--- config.mk ---
export PLATFORM = sky130hd
export DESIGN_NAME = matrix_keypad_debounce
export DESIGN_NICKNAME = d
export VERILOG_FILES = /design/src/hdl/mkd_pkg.sv /design/src/hdl/matrix_keypad_debounce.sv /design/src/hdl/mkd_encoder.sv /design/src/hdl/mkd_fsm.sv
export SDC_FILE = /design/constraint.sdc
export NUM_CORES = 1
export LEC_CHECK = 0
export BUFFER_PORTS_ARGS = -buffer_cell sky130_fd_sc_hd__buf_2
export CORE_AREA = 5 5 98 100
export CTS_BUF_LIST = sky130_fd_sc_hd__clkbuf_16
export CTS_CLUSTER_SIZE = 20
export DETAILED_ROUTE_END_ITERATION = 6
export DIE_AREA = 0 0 103 105
export PLACE_DENSITY_LB_ADDON = 0.3
export SLEW_MARGIN = 0
export SYNTH_ARGS = -nofsm -noshare
export SYNTH_HDL_FRONTEND = slang
export SYNTH_SLANG_ARGS = --single-unit
--- constraint.sdc ---
create_clock -name clk -period 9.79 [get_ports clk]
set_input_delay 1.958 -clock clk [delete_from_list [all_inputs] [get_ports clk]]
set_output_delay 1.958 -clock clk [all_outputs]
set_load 0.01 [all_outputs]
--- src/hdl/mkd_pkg.sv ---
// shared types, constants and the key character table for the keypad debounce
// no dependencies
`timescale 1ns / 1ps
`default_nettype none

package mkd_pkg;

    localparam int CODE_W    = 5;
    localparam int CHAR_W    = 7;
    localparam int LEVELS_W  = 16;
    localparam int TICKS_W   = 8;
    localparam int ROWS_DEF  = 4;
    localparam int COLS_DEF  = 4;

    localparam logic [TICKS_W-1:0] TICKS_RESET = 8'd3;

    // item kinds
    localparam logic REQ_POLL = 1'b0;
    localparam logic REQ_TICK = 1'b1;

    typedef logic [CODE_W-1:0]   code_t;
    typedef logic [CHAR_W-1:0]   char_t;
    typedef logic [TICKS_W-1:0]  ticks_t;
    typedef logic [LEVELS_W-1:0] levels_t;

    // one decoded word handed to the state machine
    typedef struct packed {
        logic  tick;
        code_t code;
    } mkd_item_t;

    // ascii of a key code, 0 for codes without a character
    function automatic char_t char_of_code(input code_t code);
        char_t c;
        case (code)
            5'd2:    c = 7'h39;
            5'd3:    c = 7'h38;
            5'd4:    c = 7'h37;
            5'd6:    c = 7'h36;
            5'd7:    c = 7'h35;
            5'd8:    c = 7'h34;
            5'd10:   c = 7'h33;
            5'd11:   c = 7'h32;
            5'd12:   c = 7'h31;
            5'd14:   c = 7'h45;
            5'd15:   c = 7'h53;
            5'd16:   c = 7'h30;
            default: c = 7'h00;
        endcase
        return c;
    endfunction

endpackage

`default_nettype wire

--- src/hdl/matrix_keypad_debounce.sv ---
// top level of the debounced matrix keypad scanner
// depends on mkd_pkg, mkd_encoder, mkd_fsm
//
// channel   | handshake          | payload
// ----------+--------------------+-----------------------------
// in        | in_valid/in_stall  | req_type, row_levels
// out       | out_valid/out_stall| key_code, key_char
// config    | cfg_wr_en          | cfg_wr_data (debounce ticks)
//
// a result word is registered first in the input register, then in the output register once that is free
// one word per cycle sustained while out_stall is low: input register, encoder and fsm, result register
// the input side stalls only while a result sits in the output register under stall
// reset (rst_n, async) puts the fsm in scan with cleared code and countdown, ticks = 3
`timescale 1ns / 1ps
`default_nettype none

module matrix_keypad_debounce #(
    parameter int ROWS = mkd_pkg::ROWS_DEF,
    parameter int COLS = mkd_pkg::COLS_DEF
) (
    input  wire                    clk,
    input  wire                    rst_n,
    // input words
    input  wire                    in_valid,
    output logic                   in_stall,
    input  wire                    req_type,
    input  wire mkd_pkg::levels_t  row_levels,
    // result words
    output logic                   out_valid,
    input  wire                    out_stall,
    output mkd_pkg::code_t         key_code,
    output mkd_pkg::char_t         key_char,
    // debounce tick count register
    input  wire                    cfg_wr_en,
    input  wire mkd_pkg::ticks_t   cfg_wr_data
);

    // config register
    mkd_pkg::ticks_t ticks_reg;

    // input register stage
    logic             s1_valid_reg, s1_valid_next;
    logic             s1_type_reg;
    mkd_pkg::levels_t s1_levels_reg;

    // result register stage
    logic             out_valid_reg, out_valid_next;
    mkd_pkg::code_t   out_code_reg;
    mkd_pkg::char_t   out_char_reg;

    logic               out_free;
    logic               s1_adv;
    logic               in_take;
    mkd_pkg::code_t     raw_code;
    mkd_pkg::code_t     report;
    mkd_pkg::mkd_item_t item;

    // the output register can take a new word when empty or being emptied
    assign out_free = !out_valid_reg || !out_stall;
    assign s1_adv   = s1_valid_reg && out_free;
    assign in_stall = s1_valid_reg && !out_free;
    assign in_take  = in_valid && !in_stall;

    always_comb
    begin
        s1_valid_next = s1_valid_reg;
        if (in_take)
        begin
            s1_valid_next = 1'b1;
        end
        else if (s1_adv)
        begin
            s1_valid_next = 1'b0;
        end

        out_valid_next = out_valid_reg;
        if (s1_adv)
        begin
            out_valid_next = 1'b1;
        end
        else if (!out_stall)
        begin
            out_valid_next = 1'b0;
        end
    end

    mkd_encoder #(
        .ROWS (ROWS),
        .COLS (COLS)
    ) u_encoder (
        .levels (s1_levels_reg),
        .code   (raw_code)
    );

    // ticks are decoded the same as polls; the fsm ignores the code then
    assign item.tick = (s1_type_reg == mkd_pkg::REQ_TICK);
    assign item.code = raw_code;

    // state moves only when the word leaves the input register
    mkd_fsm u_fsm (
        .clk    (clk),
        .rst_n  (rst_n),
        .step   (s1_adv),
        .item   (item),
        .ticks  (ticks_reg),
        .report (report)
    );

    // control state
    always_ff @(posedge clk or negedge rst_n)
    begin
        if (!rst_n)
        begin
            ticks_reg     <= mkd_pkg::TICKS_RESET;
            s1_valid_reg  <= 1'b0;
            out_valid_reg <= 1'b0;
        end
        else
        begin
            if (cfg_wr_en)
            begin
                ticks_reg <= cfg_wr_data;
            end
            s1_valid_reg  <= s1_valid_next;
            out_valid_reg <= out_valid_next;
        end
    end

    // payload registers, no reset
    always_ff @(posedge clk)
    begin
        if (in_take)
        begin
            s1_type_reg   <= req_type;
            s1_levels_reg <= row_levels;
        end
        if (s1_adv)
        begin
            out_code_reg <= report;
            out_char_reg <= mkd_pkg::char_of_code(report);
        end
    end

    assign out_valid = out_valid_reg;
    assign key_code  = out_code_reg;
    assign key_char  = out_char_reg;

endmodule

`default_nettype wire

--- src/hdl/mkd_encoder.sv ---
// priority encoder: lowest column, then lowest row, of the active-low levels
// depends on mkd_pkg
`timescale 1ns / 1ps
`default_nettype none

module mkd_encoder #(
    parameter int ROWS = mkd_pkg::ROWS_DEF,
    parameter int COLS = mkd_pkg::COLS_DEF
) (
    input  wire mkd_pkg::levels_t levels,
    output mkd_pkg::code_t        code
);

    // positions past the field width count as released
    localparam int NPOS = (ROWS * COLS < mkd_pkg::LEVELS_W) ? ROWS * COLS : mkd_pkg::LEVELS_W;

    always_comb
    begin
        code = '0;
        for (int p = NPOS - 1; p >= 0; p--)
        begin
            if (!levels[p])
            begin
                code = mkd_pkg::code_t'(p + 1);
            end
        end
    end

endmodule

`default_nettype wire

--- src/hdl/mkd_fsm.sv ---
// scan / confirm / pressed state machine with the debounce countdown
// depends on mkd_pkg
`timescale 1ns / 1ps
`default_nettype none

module mkd_fsm (
    input  wire                  clk,
    input  wire                  rst_n,
    input  wire                  step,
    input  wire mkd_pkg::mkd_item_t item,
    input  wire mkd_pkg::ticks_t  ticks,
    output mkd_pkg::code_t        report
);

    localparam logic [1:0] MODE_SCAN    = 2'd0;
    localparam logic [1:0] MODE_CONFIRM = 2'd1;
    localparam logic [1:0] MODE_PRESSED = 2'd2;

    logic [1:0]      mode_reg, mode_next;
    mkd_pkg::code_t  held_reg, held_next;
    mkd_pkg::ticks_t count_reg, count_next;

    always_comb
    begin
        mode_next  = mode_reg;
        held_next  = held_reg;
        count_next = count_reg;
        report     = '0;
        if (item.tick)
        begin
            if (count_reg != '0)
            begin
                count_next = count_reg - 1'b1;
            end
        end
        else
        begin
            case (mode_reg)
                MODE_CONFIRM:
                begin
                    if (count_reg == '0)
                    begin
                        if (item.code == held_reg)
                        begin
                            report    = item.code;
                            mode_next = MODE_PRESSED;
                        end
                        else
                        begin
                            mode_next = MODE_SCAN;
                        end
                    end
                end
                MODE_PRESSED:
                begin
                    if (item.code != held_reg)
                    begin
                        mode_next = MODE_SCAN;
                    end
                end
                default:
                begin
                    // scan, and the unused code behaves the same
                    mode_next  = MODE_SCAN;
                    count_next = '0;
                    if (item.code != '0)
                    begin
                        count_next = ticks;
                        held_next  = item.code;
                        mode_next  = MODE_CONFIRM;
                    end
                end
            endcase
        end
    end

    always_ff @(posedge clk or negedge rst_n)
    begin
        if (!rst_n)
        begin
            mode_reg  <= MODE_SCAN;
            held_reg  <= '0;
            count_reg <= '0;
        end
        else if (step)
        begin
            mode_reg  <= mode_next;
            held_reg  <= held_next;
            count_reg <= count_next;
        end
    end

endmodule

`default_nettype wire

==> impl_metrics.ini, run 1 <==
[global_route]
antenna_found_initial = 0
grt-ovfl-total = 0
grt_pass1_wl_um = 8740
grt_max_degree = 26
grt_pass1_vias = 1880
track_usage_pct = 9.96

[final_layout]
multi_input_area_um2 = 1090
fillers = 877
finalNonFillerCells = 391
register_area_um2 = 1500
layout-drive-gt1-share_pct = 24.4
area_growth_syn_to_layout_pct = 18.3
fin_nets = 320
num_antenna_cells = 0
largest_register_ffs = 16
final_util_pct = 36.7

[worst_setup_path]
path_delay_family = buffers and inverters
path_buf_inv = 3
crit_slowest_cell = buf_2
crit_path_max_fanout = 3
crit_type = input port to output port
crit_top_cell = buf_2
cp-start-kind = input port
cp_cell_sequence = buf_2 > nand3_1 > inv_1 > buf_2
cp_data_required_time_ns = 7.83
crit_path_max_incr_delay_ns = 0.13
critPathArrivalTime_ns = 2.34
crit_path_end_kind = output port

[die]
initial_core_util_pct = 31.0
fp-row-count = 34
dieArea_um2 = 10800
core_area_um2 = 8590
die_h_um = 105
die_x_um = 103
io_pins = 44

[drt]
top_layer_used = met4
route.met3.wl_um = 296
wl_met2_um = 2340
drc = 0
wl_per_cell_um = 13.2
dr.pass1.iters = 4
m1WireLength_um = 2460
via_per_inst = 4.80
num_vias = 1877
antenna_left = 0
wl_um = 5150
drt_iter0_markers = 99

[power_and_ir_drop]
leakagePower_nw = 1.28
comb_power_share_pct = 20.3
p_sw_mw = 0.181
pwr-share-seq_pct = 49.3
p_clk_share_pct = 30.4
switching_share_pct = 28.3
peakVddDrop_mv = 0.0773
powerDensity_nw_per_um2 = 202
power.internal_mw = 0.457

[clocking]
cts_buffer_depth = 2
postCtsResizedCells = 0
path_clk_slew_ns = 0.07
cts.sinks = 54
cts_setup_buffers = 0
cts_tree = yes
cts_buffers = 5
htree_levels = 2
ctsHoldBuffers = 0
clk_latency_ns = 0.28
cts_root_buf = clkbuf_16

[sta]
rsz0062_at_grt = false
post-route-period-util_pct = 44.0
finClkSkew_ns = 0.00397
post-route-min-period_ns = 4.30
setup_slack_ns = 5.49
setup_tns_ns = 0
fmax_ghz = 0.232
finalSetupViolCount = 0
hold_viol_final = 0
worst_pin_slew_ns = 0.873
drv_slew = 0
holdWs_ns = 0.506
maxSlewHeadroom_pct = 41.6

[min_path]
hold_path.class = flop to flop

[place]
port_buffers = 43
place_hpwl_um = 3750
gp_congestion = 0.750
placedCellCount = 383
post-place-ws_ns = 5.48

[yosys]
synth.avg_cell_area_um2 = 11.2
async_flop_share_pct = 46.3
synth.most_common_cell = edfxtp_1
synth_nets = 276
synth.ff_latch_count = 54
synth.area.top_cells = edfxtp_1 33%, dfrtp_1 22%, mux2_2 4.2%
synth_top_area_cell = edfxtp_1
synth_top_area_share_pct = 32.7
synth_ff_type = edfxtp_1
yosys_warnings = 0
synth-edff-count = 29
syn_area_um2 = 2670
synth_cells = 238
ys_types = 49
seq_area_frac_synth_pct = 56.2
synth.top_cells.by_count = 29 x edfxtp_1, 23 x dfrtp_1, 23 x nand2_1, 18 x nor2_1

[status]
status = finished, final reports clean

[flow_run]
max-cap-violations = 0
metrics by stage:
stage	cell area [µm²]	total power [mW]
CTS	3150	0.646
global placement	2990	0.445
finish	3150	0.637
floorplan	2670	0.409
detailed placement	2990	0.448
global route	3150	0.679
final timing paths:
| check | start | endpoint | slack, ns | depth (start not counted) |
|---|---|---|---|---|
| min | s1_valid_reg | out_valid | 0.51 | 1 |
| max in group asynchronous | rst_n | u_fsm.held_reg[3] | 7.74 | 1 |
| max reg2reg | u_fsm.count_reg[0] | key_char[4] | 5.90 | 14 |
| max | out_stall | in_stall | 5.49 | 4 |
| min reg2reg | s1_valid_reg | out_valid | 0.51 | 1 |
| min in group asynchronous | rst_n | ticks_reg[5] | 1.67 | 1 |
layer usage:
layer | track usage [%] | up-vias
li1 | - | 962
met1 | 13.6 | 869
met2 | 15.1 | 42
met3 | 2.73 | 4
met4 | 3.42 | 0
met5 | 0 | -
layout by cell type, fill, tap and decap left out, drive strengths merged, types with 3 or more instances in the layout:
cell type and n:
a211oi 7, ha 8, inv 12, nand3 9, a21oi 15, dfrtp 23, or4 4, clkbuf 5
o21ai 16, nand4b 3, nand2 23, xnor2 3, mux2 10, nand2b 4, mux2i 4, nor3 7
nor2 18, nand4 4, buf 44, edfxtp 29
final cells by class:
class	instances	area share, %
flip-flops and latches	54	47.5
multi-input cells	166	34.6
repair buffers	44	7.06
well taps	108	4.29
clock buffers	5	3.97
inverters	11	1.31
clock inverters	3	1.19
worst register-to-register path: stages (launching register included):
cell and delay, ns:
dfrtp_1 0.42, inv_1 0.07, ha_1 0.16, or3b_1 0.39
nor3_1 0.25, nor3b_1 0.35, nand3b_1 0.12, or4_4 0.52
or2_2 0.35, inv_1 0.11, ha_1 0.22, o21ai_0 0.10
a21oi_1 0.17, a21boi_0 0.29, a21oi_1 0.11
power by group through the flow:
stage / Combinational [mW] / Sequential [mW] / Clock, mW
floorplan: 0.0983 / 0.311 / 0
global placement: 0.128 / 0.317 / 0
detailed placement: 0.131 / 0.317 / 0
CTS: 0.132 / 0.314 / 0.200
global route: 0.151 / 0.320 / 0.208
finish: 0.129 / 0.314 / 0.194
cells by family (layout without fill, tap and decap cells):
logic type	after synthesis	after routing	share of synthesized area, %
DFF	54	54	56.2
muxes	14	14	5.73
and+or+nand+nor	89	89	18.0
xor gates and xnor gates	3	3	0.986
buffers and inverters	18	63	2.82
adders and majority gates	8	8	3.75
AOI/OAI and AO/OA	52	52	12.5
(Power assumes the default switching activity.)
==> run 2, diff against run 1 <==
==> constraint.sdc (replaced) <==
create_clock -name clk -period 3.7 [get_ports clk]
set_input_delay 0.74 -clock clk [delete_from_list [all_inputs] [get_ports clk]]
set_output_delay 0.74 -clock clk [all_outputs]
set_load 0.01 [all_outputs]
==> impl_metrics.ini, run 2 (same netlist as run 1, synthesis figures left out) <==
[global_route]
grt_pass1_wl_um = 8810
grt_max_degree = 26
track_usage_pct = 10.1
grt_pass1_vias = 1894
antenna_found_initial = 0
grt-ovfl-total = 0

[worst_setup_path]
r2r_setup_slack_ns = 0.13
critPathArrivalTime_ns = 3.71
cp_data_required_time_ns = 3.84
crit_path_max_fanout = 11
crit_path_end_kind = flop
cp-start-kind = flop
crit_type = flop to flop

[power_and_ir_drop]
peakVddDrop_mv = 0.235
leakagePower_nw = 1.32
fin_total_pwr_mw = 1.73
powerDensity_nw_per_um2 = 535

[clocking]
cts_root_buf = clkbuf_16
htree_levels = 2
path_clk_slew_ns = 0.07
cts_buffers = 5
cts.sinks = 54
clk_latency_ns = 0.29
cts_tree = yes
ctsHoldBuffers = 0
cts_buffer_depth = 2

[drt]
via_per_inst = 4.90
wl_um = 5340
num_vias = 1946
drt_iter0_markers = 106
drc = 0
wl_per_cell_um = 13.4
antenna_left = 0
dr.pass1.iters = 4

[final_layout]
register_area_um2 = 1500
mostFrequentLayoutCells = 43 x buf_2, 29 x edfxtp_1, 23 x nand2_1, 23 x dfrtp_1, 18 x nor2_1
fillers = 869
largest_register_ffs = 16
finalNonFillerCells = 397
num_antenna_cells = 0
area_growth_syn_to_layout_pct = 21.2
multi_input_area_um2 = 1120
final_common_cell = buf_2
layout-drive-gt1-share_pct = 28.0
fin_nets = 326

[place]
gp_congestion = 0.807
placedCellCount = 387
port_buffers = 43
place_hpwl_um = 3900

[flow_run]
max-cap-violations = 0

[die]
initial_core_util_pct = 31.0
dieArea_um2 = 10800
io_pins = 44
fp-row-count = 34
die_h_um = 105
core_area_um2 = 8590
die_x_um = 103

[status]
status = finished, final reports clean

[sta]
drv_slew = 0
fmax_ghz = 0.280
finClkSkew_ns = 0.00697
hold_viol_final = 0
finalSetupViolCount = 0
maxSlewHeadroom_pct = 46.7
post-route-min-period_ns = 3.57
worst_pin_slew_ns = 0.794
post-route-period-util_pct = 96.4

[min_path]
hold_path.class = input port to async pin
run 2: cell count changes in the layout (fill, tap and decap cells not counted), sizes merged:
cell,delta
buf,+6
run 2: through the flow:
stage	hold slack [ns]	setup slack [ns]	TNS (ns)	area [µm²]	util, %
global route	0.487	-0.0498	-0.0868	3230	37.6
CTS	0.459	0.0295	0	3190	37.2
finish	0.439	0.132	0	3230	37.6
floorplan	0.444	0.333	0	2670	-
detailed placement	0.496	-0.0297	-0.0562	3020	35.1
global placement	0.473	0.147	0	3020	35.1
run 2: critical path, stage by stage (launching register included):
cell and delay, ns:
edfxtp_1 0.45, nand4_2 0.23, or4_1 0.58, a31oi_1 0.19
o21ai_1 0.12, or4_4 0.48, buf_4 0.19, or2_1 0.29
ha_1 0.25, o21ai_0 0.18, a21oi_1 0.10, a21boi_2 0.21
a21oi_1 0.14
run 2: cell type report:
type,count,area share [%]
Sequential cell,54,46.4
Multi-Input combinational cell,166,34.6
Timing Repair Buffer,50,8.29
Tap cell,108,4.18
Clock buffer,5,3.87
Clock inverter,3,1.36
Inverter,11,1.28
run 2: timing repair:
action,in CTS,in global routing
pin swaps,0,1
setup buffers,0,2
setup endpoints to repair,2,4
gates resized for setup,1,5
run 2: where the power goes:
part           switching (mW)  internal [mW]  total (mW)
registers              0.0961          0.740       0.836
logic                   0.201          0.161       0.362
clock network           0.209          0.320       0.529
total                   0.505           1.22        1.73
run 2: path summary, 6_finish.rpt:
path	from	endpoint	cells after the start
setup / recovery	s1_levels_reg[4]	key_char[4]	12
hold / removal	rst_n	ticks_reg[6]	1
setup reg to reg	s1_levels_reg[4]	key_char[4]	12
hold reg to reg	s1_valid_reg	out_valid	1
max in group asynchronous	rst_n	ticks_reg[1]	1
min in group clk	s1_valid_reg	out_valid	1
run 2: per-layer routing:
metal / GRT usage, % / vias to the layer above / part of all wire (%)
met2: 15.6 / 43 / 45
met5: 0 / - / 0
met1: 13.8 / 923 / 48
met3: 2.33 / 6 / 4.9
li1: - / 974 / -
met4: 3.33 / 0 / 1.4
